$ cat config.mk
export PLATFORM = sky130hd
export DESIGN_NAME = brft_cdiv
export DESIGN_NICKNAME = d
export VERILOG_FILES = /design/src/rtl/brft_pkg.sv /design/src/rtl/brft_cdiv.sv
export SDC_FILE = /design/constraint.sdc
export NUM_CORES = 1
export LEC_CHECK = 0
export BUFFER_PORTS_ARGS = -buffer_cell sky130_fd_sc_hd__buf_2
export CAP_MARGIN = 20
export CORE_ASPECT_RATIO = 0.6
export CORE_UTILIZATION = 53
export CTS_CLUSTER_SIZE = 40
export DETAILED_ROUTE_END_ITERATION = 12
export GPL_TIMING_DRIVEN = 0
export PLACE_DENSITY_LB_ADDON = 0.25
export SYNTH_ARGS = -nofsm -noshare
export SYNTH_HDL_FRONTEND = slang
export SYNTH_SLANG_ARGS = --single-unit
$ cat constraint.sdc
create_clock -name clk -period 4.87 [get_ports clk]
set_clock_uncertainty 0.2 [all_clocks]
set_input_delay 0.2435 -clock clk [delete_from_list [all_inputs] [get_ports clk]]
set_output_delay 0.2435 -clock clk [all_outputs]
set_load 0.02 [all_outputs]
$ cat src/rtl/brft_pkg.sv
package brft_pkg;

	localparam int WORD_BITS_DEF  = 32;
	localparam int TILE_WORDS_DEF = 8;
	localparam int GRID_MAX_X_DEF = 1024;
	localparam int GRID_MAX_Y_DEF = 1024;

	localparam int VAL_W   = 12;
	localparam int SIZE_W  = 11;
	localparam int COORD_W = 10;
	localparam int CFG_IDX_W = 1;

	localparam logic OP_FILL = 1'b0;
	localparam logic OP_TEST = 1'b1;

	localparam logic [CFG_IDX_W-1:0] CFG_GRID_WIDTH  = 1'b0;
	localparam logic [CFG_IDX_W-1:0] CFG_GRID_HEIGHT = 1'b1;

	localparam logic DIV_TILE = 1'b0;
	localparam logic DIV_ROW  = 1'b1;

	typedef struct packed {
		logic [VAL_W-1:0] quo;
		logic [VAL_W-1:0] prod;
		logic [VAL_W-1:0] rem;
	} div_res_t;

endpackage

$ cat src/rtl/brft_cdiv.sv
module brft_cdiv
	import brft_pkg::*;
#(
	parameter int DIV_A = TILE_WORDS_DEF,
	parameter int DIV_B = WORD_BITS_DEF
) (
	input  logic             clk,
	input  logic             sel,
	input  logic [VAL_W-1:0] val,
	output div_res_t         res
);

	localparam int LA = $clog2(DIV_A);
	localparam int SA = VAL_W + LA;
	localparam int MA = ((1 << SA) + DIV_A - 1) / DIV_A;
	localparam int LB = $clog2(DIV_B);
	localparam int SB = VAL_W + LB;
	localparam int MB = ((1 << SB) + DIV_B - 1) / DIV_B;
	localparam int PW = 2 * VAL_W + 1;

	logic [PW-1:0]    pa_c, pb_c;
	logic [VAL_W-1:0] q_c;
	logic [VAL_W-1:0] q_s1, v_s1;
	logic             sel_s1;
	logic [VAL_W-1:0] prod_c;

	assign pa_c = PW'(val) * PW'(MA);
	assign pb_c = PW'(val) * PW'(MB);
	assign q_c  = (sel == DIV_ROW) ? VAL_W'(pb_c >> SB) : VAL_W'(pa_c >> SA);

	assign prod_c = (sel_s1 == DIV_ROW) ? VAL_W'(q_s1 * VAL_W'(DIV_B))
	                                    : VAL_W'(q_s1 * VAL_W'(DIV_A));

	always_ff @(posedge clk) begin
		q_s1     <= q_c;
		v_s1     <= val;
		sel_s1   <= sel;
		res.quo  <= q_s1;
		res.prod <= prod_c;
		res.rem  <= v_s1 - prod_c;
	end

endmodule

# ---- Yosys cells after proc, flatten, opt, wreduce, memory -nomap -nowiden
# Cells that the tools add are included.
dict set report totals {
  ff_bits 61
  out_inout_bits 36
  word_cells 10
}
dict set report classes {
  n_addsub 1
  mux 2
}
# operator n
set ops {}
lappend ops {{12-bit two-way mux} 1}
lappend ops {{12-bit subtractor} 1}
lappend ops {{7-bit two-way mux} 1}

# ---- Depth between registers and ports, before layout
dict set report depth {
  ltp_word 2
  ltp_mapped 8
  ltp_nobuf 7
}

# ---- Worst setup path before layout
# OpenSTA, ideal clock, no wires.
dict set report synth_timing {
  path_kind {flip-flop to flip-flop}
  startpoint {register sel_s1}
  endpoint {register res[9] in the netlist's numbering}
  arrival_ps 1675
  t_required_ps 4551
  slack_ps 2876
  stages_incl_launch_ff 9
  path_buffers 1
  synth_period_minus_slack_ps 1994
  cell_sequence {dfxtp_1 buf_6 nor2b_1 ha_1 fa_1 nand2b_1 a21oi_1 a31oi_1 xnor2_1}
}
dict set report synth_via {
  elab_chain_len 2
}
# item line_no
set synth_rtl {}
lappend synth_rtl {{start, declared} brft_cdiv.sv:24} ;# logic sel_s1;
lappend synth_rtl {{start signal, assigned} brft_cdiv.sv:37} ;# sel_s1 <= sel;
lappend synth_rtl {{12-bit two-way mux} brft_cdiv.sv:31} ;# assign prod_c = (sel_s1 == DIV_ROW) ? VAL_W'(q_s1 * VAL_W'(DIV_B))
lappend synth_rtl {{named net prod_c[3]} brft_cdiv.sv:25} ;# logic [VAL_W-1:0] prod_c;
lappend synth_rtl {{12-bit subtractor} brft_cdiv.sv:40} ;# res.rem <= v_s1 - prod_c;
lappend synth_rtl {{end, declared} brft_cdiv.sv:10} ;# output div_res_t res
# The timed path passes the listed nets, and every way through them passes these cells.
# A chain may end at the register's enable or synchronous reset.

# ---- Worst setup path in the final report
dict set report layout_timing {
  startpoint {register sel_s1}
  endpoint {register res[11] in the netlist's numbering}
}
# The elaborated chain is that of the path after synthesis.

==> flow_summary_export.csv <==
group,metric,value,unit
run_status,status,"finished, final reports clean",
clocking,cts_buffers,5,
synthesis,synth_area,1690,um2
pwr,irDropWorstVdd,0.255,mV
drt,routedWlPerCell,11.9,um
job,cap_violations,0,
synthesis,synth.most_common_cell,"dfxtp_1",
placed_design,port_buffers,43,
global_routing,grt_util_all_layers,19.2,%
drt,drc_errors,0,
clocking,clkTransAtPathRegs,0.09,ns
floorplan,die_area,3420,um2
clocking,worst_skew_pair.late_latency,0.31,ns
worst_setup_path,critical_path_class,"flip-flop to flip-flop",
clocking,ctsLongestPathBuffers,2,
pwr,total_power,915,uW
global_routing,grt_pass1_wl,4440,um
floorplan,die-height,45.7,um
clocking,cts_sinks,52,
worst_setup_path,cpPeakStageDelay,0.41,ns
worst_setup_path,cp-end-kind,"flip-flop",
floorplan,die_w,74.8,um
drt,dr_total_vias,1194,
sta,finalCritPeriodShare,47.0,%
clocking,ctsHtreeMaxLevel,2,
synthesis,synth-edff-count,0,
hold_path,hold_class,"flip-flop to flip-flop",
placed_design,place.detailed.hpwl,2190,um
worst_setup_path,rr_worst_depth,8,
sta,max_freq,437,MHz
placed_design,gp_congestion,0.715,
synthesis,synth-seq-area-share,61.7,%
sta,finalSetupViolCount,0,
worst_setup_path,startpoint_type,"flip-flop",
pwr,power_density,416,nW/um2
sta,layout_min_cycle_time,2.29,ns
floorplan,floorplan.initialDensity,57.2,%
sta,finalHoldViolations,0,
drt,vias_per_cell,4.74,
global_routing,grt_max_degree,18,
finish,final_util,74.5,%
pwr,leakage,1.07,nW
finish,diodes,0,
global_routing,grt_overflow_total,0,
clocking,root_buffer,"clkbuf_8",
drt,drtIter0Drc,125,
synthesis,yosys-top-cells-area,"dfxtp_1 (62%), ha_1 (5.9%), mux2_2 (4.7%)",
worst_setup_path,crit_chain,"buf_6, nor2b_1, ha_1, fa_1, nand2b_1, a21oi_1, a21oi_1, xnor2_1",
synthesis,synth_top_area_share,61.7,%
floorplan,core,2950,um2
synthesis,syn_avg_cell_area,12.0,um2
drt,postRouteAntennaNets,0,
synthesis,yosys_warnings,0,
synthesis,synth_largest_area_cell,"dfxtp_1",
floorplan,ios,50,
worst_setup_path,crit_required,4.86,ns
floorplan,rows,15,
global_routing,antenna_found_initial,0,
synthesis,synthCells,141,
synthesis,yosys-top-cells-count,"dfxtp_1 (52), inv_1 (13), ha_1 (8), mux2_2 (7)",
global_routing,grt_pass1_vias,1025,
hold_path,hold_depth,0,
synthesis,ys.flop_type,"dfxtp_1",
sta,setup_tns,0,ns
drt,routed_wl,2990,um
clocking,ctsResizeCount,0,
worst_setup_path,worstPathMaxFanout,9,
worst_setup_path,cp_common_cell,"a21oi_1",
worst_setup_path,crit_slowest_cell,"fa_1",
finish,drive_above_1_share,32.9,%
finish,syn2layout_area_growth,30.2,%
synthesis,synth_cell_types,31,
clocking,cts_tree,"done",
drt,drt-pass1-iter-count,4,
synthesis,ys_ff_latch,52,
worst_setup_path,arrival,2.28,ns
finish,final_nets,232,
sta,slew_viol_final,0,
finish,final_cells,252,
placed_design,dp_cells,231,
synthesis,synthArstFlopShare,0,%
sta,grt_setup_unrepaired,"no",
## layout by cell type (no fill, tap or decap), drive strengths merged, types with 3 or more instances in the layout
cell	n
nand2b	4
mux2	8
mux2i	6
buf	52
a21oi	6
xnor2	4
conb	6
inv	14
nand2	3
nor2	5
dlygate4sd3	13
ha	8
nor2b	4
clkbuf	5
dfxtp	52
## what timing repair did
| action | CTS | global route |
|---|---|---|
| buffers inserted | 0 | 0 |
| hold endpoints to repair | 22 | 0 |
| hold buffers | 13 | 0 |
## critical path: cells and delay by family, from the launching register on
kind | cells | cell delay, ns
simple gates | 2 | 0.24
xor+xnor | 1 | 0.16
flops | 1 | 0.33
buf+inv | 1 | 0.16
fa+ha+maj | 2 | 0.64
compound gates | 2 | 0.45
## worst paths after layout
| path | to | from | slack [ns] |
|---|---|---|---|
| max | res[11] | sel_s1 | 2.58 |
| min | res[2] | v_s1[2] | 0.14 |
| max reg2reg | res[11] | sel_s1 | 2.58 |
| min reg2reg | res[2] | v_s1[2] | 0.14 |
## report_power, final
part / internal (mW) / leakage (nW) / switching, mW / total (mW)
Combinational: 0.0760 / 0.593 / 0.113 / 0.189
Sequential: 0.470 / 0.438 / 0.0124 / 0.482
Clock: 0.102 / 0.0404 / 0.141 / 0.243
## flip-flops by register name, indices dropped and copies added (netlist names)
signal / flops
q_s1: 9
v_s1: 12
sel_s1: 1
res: 30
## layer usage
metal  part of all wire [%]  vias up  GRT usage, %
li1                       -      586             -
met1                     41      542          20.7
met2                     50       54          32.8
met3                    6.7       12          6.64
met4                    2.2        0          12.5
met5                      0        -             0
## through the flow
stage	worst slack, ns	cell area, um2	hold slack (ns)
after floorplan	2.88	1710	0.0712
after global placement	2.69	1970	0.111
after detailed placement	2.60	1970	0.118
after CTS	2.58	2200	0.141
after global routing	2.45	2200	0.151
final	2.58	2200	0.138
## area by class of cell
type / instances / area [um2]
Sequential cell: 52 / 1040
Fill cell: 216 / 751
Multi-Input combinational cell: 71 / 546
Timing Repair Buffer: 56 / 345
Clock buffer: 5 / 68.8
Buffer: 9 / 66.3
Inverter: 14 / 52.6
Tap cell: 42 / 52.6
Clock inverter: 3 / 23.8
## kinds of logic after synthesis
kind of cell / after synthesis / synth area share, %
other: 1 / 0.222
DFF: 52 / 61.7
buffers and inverters: 23 / 7.05
xor gates and xnor gates: 5 / 2.60
and+or+nand+nor: 24 / 7.57
adders and majority gates: 9 / 7.12
muxes: 14 / 9.12
AOI/OAI and AO/OA: 13 / 4.60
No activity file was read; power rests on OpenSTA's default activity.
